===== src/hdl/icr_pkg.sv =====
`timescale 1ns / 1ps

package icr_pkg;

   // Longest sequence that is stored; later elements of a sequence are dropped.
   localparam int MAX_LEN = 1024;
   localparam int IDX_W = $clog2(MAX_LEN);
   localparam logic [IDX_W-1:0] LAST_IDX = IDX_W'(MAX_LEN - 1);

   localparam int VAL_W = 11;
   localparam int CNT_W = 19;
   localparam logic [CNT_W-1:0] COUNT_MAX = {CNT_W{1'b1}};

   // A query walking down the cell chain, one cell per cycle while the chain advances.
   typedef struct packed {
      logic             valid;
      logic             last;
      logic             active;   // element lies within MAX_LEN and is stored
      logic [IDX_W-1:0] pos;      // position of the element in its sequence
      logic [VAL_W-1:0] value;
      logic [VAL_W-1:0] rank;
      logic [IDX_W-1:0] count;    // inversions found so far against earlier cells
      logic             clash;    // an inverted pair had the larger value ranked higher
   } query_type;

endpackage


===== src/hdl/icr_cell.sv =====
`timescale 1ns / 1ps

module icr_cell (
   input  logic                          clock,
   input  logic                          reset,
   input  logic                          advance,
   input  logic [icr_pkg::IDX_W-1:0]     idx,
   input  icr_pkg::query_type            q_in,
   output icr_pkg::query_type            q_out
);

   icr_pkg::query_type              q_ff;
   logic [icr_pkg::VAL_W-1:0]       value_ff;
   logic [icr_pkg::VAL_W-1:0]       rank_ff;
   logic                            earlier;
   logic                            greater;

   // The stored element is compared only when it precedes the query in its sequence.
   assign earlier = q_ff.valid && q_ff.active && (idx < q_ff.pos);
   assign greater = earlier && (value_ff > q_ff.value);

   always_comb begin
      q_out = q_ff;
      if (greater) begin
         q_out.count = q_ff.count + 1'b1;
         if (rank_ff > q_ff.rank) begin
            q_out.clash = 1'b1;
         end
      end
   end

   always_ff @(posedge clock) begin
      if (reset) begin
         q_ff.valid <= 1'b0;
      end else if (advance) begin
         q_ff <= q_in;
      end
   end

   // The query whose position matches this cell leaves its element here.
   always_ff @(posedge clock) begin
      if (advance && q_ff.valid && q_ff.active && (q_ff.pos == idx)) begin
         value_ff <= q_ff.value;
         rank_ff  <= q_ff.rank;
      end
   end

endmodule


===== config.mk =====
export PLATFORM = sky130hd
export DESIGN_NAME = icr_cell
export DESIGN_NICKNAME = d
export VERILOG_FILES = /design/src/hdl/icr_pkg.sv /design/src/hdl/icr_cell.sv
export SDC_FILE = /design/constraint.sdc
export NUM_CORES = 1
export LEC_CHECK = 0
export BUFFER_PORTS_ARGS = -buffer_cell sky130_fd_sc_hd__clkbuf_2
export CAP_MARGIN = 10
export CORE_MARGIN = 3
export CORE_UTILIZATION = 40
export CTS_CLUSTER_DIAMETER = 120
export DETAILED_ROUTE_END_ITERATION = 12
export GPL_ROUTABILITY_DRIVEN = 0
export GPL_TIMING_DRIVEN = 0
export PLACE_DENSITY = 0.64
export SYNTH_ARGS = -nofsm -noshare
export SYNTH_HDL_FRONTEND = slang
export SYNTH_SLANG_ARGS = --single-unit

===== constraint.sdc =====
create_clock -name clock -period 7.1 [get_ports clock]
set_clock_uncertainty 0.2 [all_clocks]
set_input_delay 0.71 -clock clock [delete_from_list [all_inputs] [get_ports clock]]
set_output_delay 0.71 -clock clock [all_outputs]
set_load 0.005 [all_outputs]

==> summary.txt, run 1 <==
=====================================================================================
Total of hold buffers inserted after clock tree synthesis ..............            0
Final max-slew violation count .........................................            0
Post-Syn Instances .....................................................          244
Placed Instance Area ...................................................    4019 um^2
Multi-input combinational cell area ....................................   894.6 um^2
Number of DRC violations after detailed-routing iteration 0 ............           49
R2R depth ..............................................................            6
Area overhead of the layout relative to synthesis ......................       27.85%
Register bit count reported by yosys ...................................           68
Critical Path, Cell by Cell ............................................ clkbuf_2 > ha_1 > a21o_1 > a21o_1 > a2111o_1 > nor4_2 > buf_4 > nand4_1 > xnor2_1 > clkbuf_2
Required time of the worst setup path ..................................      6.19 ns
Aggregate negative setup slack .........................................         0 ns
Cell count of the worst hold path ......................................            0
Resize count post-CTS ..................................................            0
Number of warnings printed during yosys synthesis ......................            0
Synth Area in XOR/XNOR .................................................      0.02381
Final worst path period need ...........................................     3.787 ns
WHS ....................................................................    0.2796 ns
Global-route usage over all layers .....................................       0.1345
Count of unresolved DRC violations after routing .......................            0
Leak Pwr ...............................................................     1.959 nW
Htree depth ............................................................            3
R2r setup slk ..........................................................      5.03 ns
Congestion Overflow GR .................................................            0
Clock Tree Root ........................................................     clkbuf_8
Psw ....................................................................     198.4 uW
Sw Ratio ...............................................................       0.2173
Worst-Margin Slew ......................................................    0.8145 ns
Internal power .........................................................     714.6 uW
Worst slack at placement ...............................................     3.289 ns
Worst min path class ................................................... flop to flop
Maximum count of clock buffers along a single path .....................            2
Clock-pin slew of the registers on the worst-case setup and hold paths .      0.08 ns
Area used by sequential logic in the layout ............................    2032 um^2
Max stage delay cell, worst path .......................................     a2111o_1
Net count after synthesis ..............................................          336
Pwr per Cell Area ...................................................... 215.7 nW/um^2
Clk_lat worst skew .....................................................      0.33 ns
Core box area ..........................................................    7888 um^2
Wire length per cell after detailed routing ............................     12.71 um
Peak VDD IR ............................................................    0.1070 mV
Fraction of power consumed by sequential logic .........................        0.520
Worst Setup Path Type .................................................. primary input to output port
Adder and majority gate portion of the synthesized area ................       0.1247
Seq/Total Area, Yosys ..................................................       0.6138
Simple logic cell fraction of the synthesized area .....................      0.06538
Net total in the final layout ..........................................          455
Die outline area .......................................................    9404 um^2
Antenna violations before repair .......................................            0
Via count of the first global-routing pass .............................         2086
Design Area, Final .....................................................    4233 um^2
Number of max-cap violations ...........................................            0
Setup violators final ..................................................            0
Initial standard-cell utilization of the core ..........................       0.4197
Utilization after layout ...............................................       0.5366
Width of the die .......................................................     96.98 um
Post-synthesis compound-gate area fraction .............................      0.04573
Tightest slew margin relative to the limit .............................       0.4430
Number of cell rows ....................................................           32
Worst R2R Start ........................................................    q_out[41]
Proportion of power drawn by the clock network .........................        0.374
Post-DRT Antenna Nets ..................................................            0
Portion of netlist area occupied by mux cells ..........................     0.006425
Final HPWL from detailed placement .....................................      4749 um
Outcome ................................................................ finished clean
Number of buffers added for setup after CTS ............................            0
TritonCTS buffer count .................................................            9
Hold Fails Final Rpt ...................................................            0
Hold_sp ................................................................    q_out[21]
WP data arrival ........................................................      2.88 ns
Via count of the routed design .........................................         2100
WL final ...............................................................      5972 um
Share of layout cells above drive strength 1 ...........................       0.4429
Ratio of final minimum period to clock period ..........................       0.5333
Final standard cell count with taps included and fillers excluded ......          470
Via/cell ratio .........................................................        4.468
Combinational family with the most area after synthesis ................  adder cells
Count of cell types in the netlist .....................................           29
Number of antenna cells inserted .......................................            0
TritonCTS clock tree ...................................................        built
Maximum fanout encountered on the critical timing path .................           10
Mean cell area of the mapped netlist ...................................   13.57 um^2
Height of the chip .....................................................     96.98 um
Critical path's largest stage delay ....................................      0.41 ns
Kind of start point of the critical path ............................... primary input
Area of the mapped netlist .............................................    3311 um^2
Crit Reg-Reg Endpoint ..................................................   rank_ff[0]
I/O pin count ..........................................................          105
Number of fill cells ...................................................          717
Setup repair after global routing missed its margin ....................           no
Final setup slack of the worst path ....................................     3.313 ns
1st-pass router iterations .............................................            4
Combinational group share of total power ...............................        0.106
Largest net degree at the start of global routing ......................           31
Count of port buffers added during placement ...........................          104
Global-route wire length before repair .................................      9901 um
Worst hold endpoint ....................................................  rank_ff[10]
Count of clock tree sinks ..............................................           68
Kind of end point of the critical path .................................  output port
Maximum clock frequency ................................................    264.1 MHz
Sum of internal, switching and leakage power ...........................     913.1 uW
Placed cell count ......................................................          454
=====================================================================================
## per-layer routing
metal | vias to the layer above | part of all wire | track usage
met1 | 946 | 0.42 | 0.1625
met5 | - | 0 | 0
li1 | 1081 | - | -
met2 | 62 | 0.49 | 0.2203
met4 | 0 | 0.019 | 0.07127
met3 | 11 | 0.066 | 0.03461
## cells in the mapped netlist, drive strengths merged
| cell type | number | area, um^2 |
|---|---|---|
| buf | 36 | 270.3 |
| nor3 | 3 | 15.01 |
| a21o | 3 | 22.52 |
| nor2b | 2 | 12.51 |
| ha | 33 | 412.9 |
| o21a | 1 | 7.510 |
| nor2 | 4 | 15.01 |
| mux2i | 1 | 10.01 |
| xor2 | 1 | 8.760 |
| o211ai | 1 | 7.510 |
| nor4 | 2 | 18.77 |
| a2111oi | 1 | 8.760 |
| nand4 | 11 | 68.82 |
| a21oi | 8 | 40.04 |
| inv | 34 | 127.6 |
| and3 | 4 | 25.02 |
| a31o | 1 | 8.760 |
| nand2 | 6 | 22.52 |
| o21ai | 3 | 15.01 |
| a2111o | 1 | 11.26 |
| a211oi | 4 | 30.03 |
| dfxtp | 1 | 20.02 |
| and2 | 1 | 6.260 |
| nand3b | 1 | 7.510 |
| nand3 | 5 | 25.02 |
| mux2 | 1 | 11.26 |
| edfxtp | 67 | 2012 |
| xnor2 | 8 | 70.07 |
## power by group through the flow
stage / Combinational (mW) / Clock, mW / Sequential, mW
after floorplan: 0.0546 / 0 / 0.481
after global placement: 0.0950 / 0 / 0.484
after detailed placement: 0.0990 / 0 / 0.484
after CTS: 0.0996 / 0.355 / 0.475
after global routing: 0.110 / 0.378 / 0.477
final: 0.0969 / 0.342 / 0.475
## state kept, by name, summed over array words and instances, names as in the netlist
register	flops
q_out	35
q_ff	11
rank_ff	11
value_ff	11
## cells in the final DEF, fill, tap and decap left out, drive strengths merged
master	count
a2111o	1
a2111oi	1
a211oi	4
a21o	3
a21oi	8
a31o	1
and2	1
and3	4
buf	40
bufinv	2
clkbuf	113
clkinv	4
dfxtp	1
edfxtp	67
ha	33
inv	35
mux2	1
mux2i	1
nand2	6
nand3	5
nand3b	1
nand4	11
nor2	4
nor2b	2
nor3	3
nor4	2
o211ai	1
o21a	1
o21ai	3
xnor2	8
xor2	1
## logic make-up (layout without fill, tap and decap cells)
group	Yosys count	count (layout)
adders and majority gates	33	33
buffers and inverters	70	194
muxes	2	2
DFF	68	68
and+or+nand+nor	39	39
AOI/OAI and AO/OA	23	23
xor gates and xnor gates	9	9
## worst max-delay path by stage
stage              start           to  slack (ns)  cells past startpoint
6_report          idx[7]     q_out[4]        3.31                     10
5_1_grt        q_out[28]     q_out[7]        3.07                     10
4_1_cts        q_out[28]     q_out[4]        3.26                     10
3_5_place_dp      idx[7]     q_out[4]        3.29                     10
3_3_place_gp      idx[8]  rank_ff[10]        1.67                      4
2_1_floorplan     idx[9]   rank_ff[0]        3.07                      3
## area by class of cell
cell class | instances | share of cell area
inverter | 34 | 0.03015
multi-input combinational | 106 | 0.2114
timing repair buffer | 108 | 0.1339
clock buffer | 9 | 0.02926
buffer | 36 | 0.06385
clock inverter | 7 | 0.02128
tap | 102 | 0.03015
sequential | 68 | 0.4800
## worst max-delay path: cells and delay by family
family,cells,cell delay [ns]
fa+ha+maj,1,0.30
xor+xnor,1,0.21
buf+inv,3,0.48
compound gates,3,0.73
simple gates,2,0.45
No activity file was read; power rests on OpenSTA's default activity.
==> inputs of run 2 (changes only) <==
Settings changed: PLACE_DENSITY 0.64 to 0.67.
Clock period 7.1 ns to 3.35 ns, I/O delays scaled along.
==> summary.txt, run 2 (same netlist as run 1, synthesis figures left out) <==
=====================================================================================
Outcome ................................................................ finished clean
Kind of end point of the critical path .................................  output port
WP data arrival ........................................................      2.64 ns
Net total in the final layout ..........................................          508
Clock-pin slew of the registers on the worst-case setup and hold paths .      0.07 ns
Count of port buffers added during placement ...........................          104
Share of layout cells above drive strength 1 ...........................       0.4228
Global-route wire length before repair .................................     10960 um
Global-route usage over all layers .....................................       0.1466
Leak Pwr ...............................................................     2.224 nW
Final standard cell count with taps included and fillers excluded ......          523
Number of cell rows ....................................................           32
Largest net degree at the start of global routing ......................           32
WL final ...............................................................      6808 um
WHS ....................................................................   0.04810 ns
Ratio of final minimum period to clock period ..........................       0.9466
Flip-flop count of the largest register, all copies and words added ....           35
Final worst path period need ...........................................     3.171 ns
Design Area, Final .....................................................    4872 um^2
Fraction of power consumed by sequential logic .........................        0.480
Psw ....................................................................     439.9 uW
Post-DRT Antenna Nets ..................................................            0
Die outline area .......................................................    9404 um^2
First element of the critical path .....................................    q_out[40]
Worst-Margin Slew ......................................................    0.7193 ns
Utilization after layout ...............................................       0.6177
Cell count of the worst hold path ......................................            3
Via count of the first global-routing pass .............................         2425
Number of DRC violations after detailed-routing iteration 0 ............           24
Final max-slew violation count .........................................            0
Antenna violations before repair .......................................            0
Count of unresolved DRC violations after routing .......................            0
Number of max-cap violations ...........................................            0
Setup violators final ..................................................            0
Initial standard-cell utilization of the core ..........................       0.4197
Hold Fails Final Rpt ...................................................            0
Worst Setup Path Type .................................................. flop to output port
Number of fill cells ...................................................          628
Clk_lat worst skew .....................................................      0.34 ns
TritonCTS clock tree ...................................................        built
Proportion of power drawn by the clock network .........................        0.392
R2R depth ..............................................................            5
Tightest slew margin relative to the limit .............................       0.5168
Peak VDD IR ............................................................    0.2947 mV
Worst R2R Start ........................................................    q_out[42]
Sw Ratio ...............................................................       0.2096
Width of the die .......................................................     96.98 um
Area overhead of the layout relative to synthesis ......................       47.17%
Hold_sp ................................................................     q_in[45]
Final setup slack of the worst path ....................................    0.1790 ns
Wire length per cell after detailed routing ............................     13.02 um
TritonCTS buffer count .................................................            9
Setup repair after global routing missed its margin ....................           no
I/O pin count ..........................................................          105
Commonest cells after routing, fill and taps aside ..................... clkbuf_2, edfxtp_1, dlygate4sd3_1
Via/cell ratio .........................................................        4.426
Required time of the worst setup path ..................................      2.81 ns
Aggregate negative setup slack .........................................         0 ns
Htree depth ............................................................            3
Core box area ..........................................................    7888 um^2
Area used by sequential logic in the layout ............................    2032 um^2
Via count of the routed design .........................................         2315
Commonest non-fill, non-tap cell in the layout .........................     clkbuf_2
Pwr per Cell Area ...................................................... 430.8 nW/um^2
Final HPWL from detailed placement .....................................      4812 um
Multi-input combinational cell area ....................................   980.9 um^2
Count of clock tree sinks ..............................................           68
Kind of start point of the critical path ...............................         flop
Maximum fanout encountered on the critical timing path .................            5
Clock Tree Root ........................................................     clkbuf_8
Height of the chip .....................................................     96.98 um
Worst min path class ................................................... primary input to flop
Maximum clock frequency ................................................    315.4 MHz
Worst slack at placement ...............................................    0.3094 ns
Number of antenna cells inserted .......................................            0
Placed cell count ......................................................          452
Maximum count of clock buffers along a single path .....................            2
Combinational group share of total power ...............................        0.128
Placed Instance Area ...................................................    4016 um^2
Sum of internal, switching and leakage power ...........................     2.099 mW
1st-pass router iterations .............................................            4
Congestion Overflow GR .................................................            0
Internal power .........................................................     1.659 mW
=====================================================================================
## run 2: changes by cell type in the layout (fill, tap and decap cells not counted), sizes merged
cell | before | now
buf | 40 | 48
inv | 35 | 34
clkinv | 4 | 2
dlygate4sd3 | 0 | 46
clkinvlp | 0 | 1
bufinv | 2 | 3
## run 2: area by class of cell
cell class,instances,share of cell area
Clock inverter,6,0.02286
Inverter,34,0.02619
Tap cell,102,0.02619
Multi-Input combinational cell,106,0.2013
Timing Repair Buffer,161,0.2219
Buffer,36,0.05624
Sequential cell,68,0.4171
Clock buffer,10,0.02825
## run 2: power by group through the flow
stage	logic, mW	clock network, mW	registers [mW]
floorplan	0.116	0	1.02
global placement	0.200	0	1.03
detailed placement	0.212	0	1.03
CTS	0.258	0.852	1.01
global route	0.300	0.888	1.01
finish	0.269	0.823	1.01
## run 2: path summary, 6_finish.rpt
| path | end | slack (ns) |
|---|---|---|
| max | q_out[7] | 0.18 |
| max reg2reg | rank_ff[6] | 0.98 |
| min | q_out[45] | 0.05 |
| min reg2reg | value_ff[2] | 0.28 |
## run 2: worst max-delay path, cell delays in order (launching register included)
cell      delay, ns
edfxtp_1       0.38
inv_1          0.11
ha_4           0.21
a21o_1         0.15
a21o_1         0.17
a2111o_1       0.39
nor4_4         0.24
buf_6          0.16
nand4_1        0.14
xnor2_2        0.21
buf_2          0.14
## run 2: metal layers
metal	up-vias	global-route usage	share of wire
met4	0	0.05292	0.018
li1	1188	-	-
met1	1056	0.1596	0.39
met5	-	0	0
met3	9	0.04614	0.050
met2	62	0.2659	0.54
## run 2: timing repair
item                                    4_1_cts  5_1_grt
endpoints found under the hold margin        46        0
resized for setup                             3        8
setup buffers                                 0        8
cloned                                        0        1
hold buffers                                 46        0
pin swaps                                     0        7
endpoints found under the setup margin       10        7
==> inputs of run 3 (changes only) <==
Settings changed: PLACE_DENSITY 0.67 to 0.68.
==> summary.txt, run 3 (same netlist as run 1, synthesis figures left out) <==
=====================================================================================
Final HPWL from detailed placement .....................................      4803 um
Worst min path class ................................................... primary input to flop
Worst-Margin Slew ......................................................    0.7318 ns
WL final ...............................................................      6707 um
Via count of the routed design .........................................         2315
Antenna violations before repair .......................................            0
Final standard cell count with taps included and fillers excluded ......          516
Post-DRT Antenna Nets ..................................................            0
Tightest slew margin relative to the limit .............................       0.5085
Worst slack at placement ...............................................    0.2932 ns
TritonCTS buffer count .................................................            9
Peak VDD IR ............................................................    0.2496 mV
Via count of the first global-routing pass .............................         2465
Outcome ................................................................ finished clean
Aggregate negative setup slack .........................................         0 ns
WP data arrival ........................................................      2.64 ns
Final max-slew violation count .........................................            0
Die outline area .......................................................    9404 um^2
Initial standard-cell utilization of the core ..........................       0.4197
Ratio of final minimum period to clock period ..........................       0.9465
Setup violators final ..................................................            0
Proportion of power drawn by the clock network .........................        0.392
Number of DRC violations after detailed-routing iteration 0 ............           56
Sw Ratio ...............................................................       0.2150
Utilization after layout ...............................................       0.6047
Global-route wire length before repair .................................     11450 um
Maximum clock frequency ................................................    315.4 MHz
Combinational group share of total power ...............................        0.124
Maximum count of clock buffers along a single path .....................            2
Kind of end point of the critical path .................................  output port
Placed cell count ......................................................          452
Setup repair after global routing missed its margin ....................           no
Fraction of power consumed by sequential logic .........................        0.484
Global-route usage over all layers .....................................       0.1520
Number of max-cap violations ...........................................            0
Maximum fanout encountered on the critical timing path .................           10
TritonCTS clock tree ...................................................        built
Via/cell ratio .........................................................        4.486
Flip-flop count of the largest register, all copies and words added ....           35
Htree depth ............................................................            3
Core box area ..........................................................    7888 um^2
Share of layout cells above drive strength 1 ...........................       0.4034
Count of clock tree sinks ..............................................           68
Clk_lat worst skew .....................................................      0.34 ns
Final worst path period need ...........................................     3.171 ns
Kind of start point of the critical path ...............................         flop
Clock-pin slew of the registers on the worst-case setup and hold paths .      0.08 ns
Required time of the worst setup path ..................................      2.81 ns
Height of the chip .....................................................     96.98 um
Count of port buffers added during placement ...........................          104
Number of antenna cells inserted .......................................            0
Number of cell rows ....................................................           32
Hold Fails Final Rpt ...................................................            0
Width of the die .......................................................     96.98 um
Area overhead of the layout relative to synthesis ......................       44.07%
Worst Setup Path Type .................................................. flop to output port
Largest net degree at the start of global routing ......................           32
Internal power .........................................................     1.632 mW
Pwr per Cell Area ...................................................... 435.9 nW/um^2
Wire length per cell after detailed routing ............................     13.00 um
I/O pin count ..........................................................          105
Leak Pwr ...............................................................     2.182 nW
Sum of internal, switching and leakage power ...........................     2.079 mW
Net total in the final layout ..........................................          501
1st-pass router iterations .............................................            4
Clock Tree Root ........................................................     clkbuf_8
Commonest non-fill, non-tap cell in the layout .........................     clkbuf_2
Count of unresolved DRC violations after routing .......................            0
Psw ....................................................................     446.9 uW
Commonest cells after routing, fill and taps aside ..................... clkbuf_2, edfxtp_1, dlygate4sd3_1
Final setup slack of the worst path ....................................    0.1791 ns
Congestion Overflow GR .................................................            0
=====================================================================================
## run 3: cell count changes in the layout (fill, tap and decap cells not counted)
cell       change
ha_1           +2
inv_6          +1
a211oi_2       -1
a2111oi_2      +1
a2111oi_4      -1
buf_2          -1
ha_4           -2
a211oi_1       +1
buf_4          -6
clkbuf_8       -1
clkbuf_1       +1
clkinv_4       -1
## run 3: power by group through the flow
stage               clock (mW)  sequential (mW)  combinational, mW
floorplan                    0             1.02              0.116
global placement             0             1.03              0.201
detailed placement           0             1.03              0.211
CTS                      0.839             1.01              0.257
global route             0.891             1.01              0.286
finish                   0.816             1.01              0.257
## run 3: metrics by stage
stage	hold slack (ns)	cell area (um^2)
after floorplan	0.2074	3317
after CTS	0.03616	4735
after detailed placement	0.2692	4016
final	0.04814	4770
after global routing	0.05371	4770
after global placement	0.2631	3965
## run 3: path summary, 6_finish.rpt
| check | start | to | slack [ns] | cells past startpoint |
|---|---|---|---|---|
| worst max-delay path | q_out[40] | q_out[5] | 0.18 | 10 |
| worst min-delay path | q_in[45] | q_out[45] | 0.05 | 3 |
| worst max register to register | q_out[42] | rank_ff[5] | 0.99 | 5 |
| worst min register to register | q_out[17] | rank_ff[6] | 0.28 | 0 |
## run 3: critical path: stages, from the launching register on
cell	delay, ns
edfxtp_1	0.39
inv_1	0.10
ha_4	0.20
a21o_1	0.14
a21o_1	0.17
a2111o_1	0.44
nor4_4	0.20
buf_6	0.18
nand4_1	0.15
xnor2_2	0.18
clkbuf_2	0.14
## run 3: final cells by class
| type | instances | area [um^2] |
|---|---|---|
| sequential | 68 | 2032 |
| tap | 102 | 127.6 |
| clock buffer | 10 | 127.6 |
| fill | 626 | 3118 |
| clock inverter | 6 | 111.4 |
| inverter | 34 | 127.6 |
| timing repair buffer | 154 | 1031 |
| buffer | 36 | 274.0 |
| multi-input combinational | 106 | 938.4 |
## run 3: per-layer routing
layer	vias up	wire length (um)	track usage
met5	-	0	0
met4	0	131	0.06479
met3	10	337	0.03749
met2	69	3352	0.2511
met1	1061	2886	0.1895
li1	1175	-	-
## run 3: timing repair
item	in CTS	in global routing
endpoints found under the setup margin	6	6
resized for setup	4	3
pin swaps	0	1
hold endpoints to repair	46	0
gates cloned	0	0
buffers inserted	0	2
hold buffers	46	0
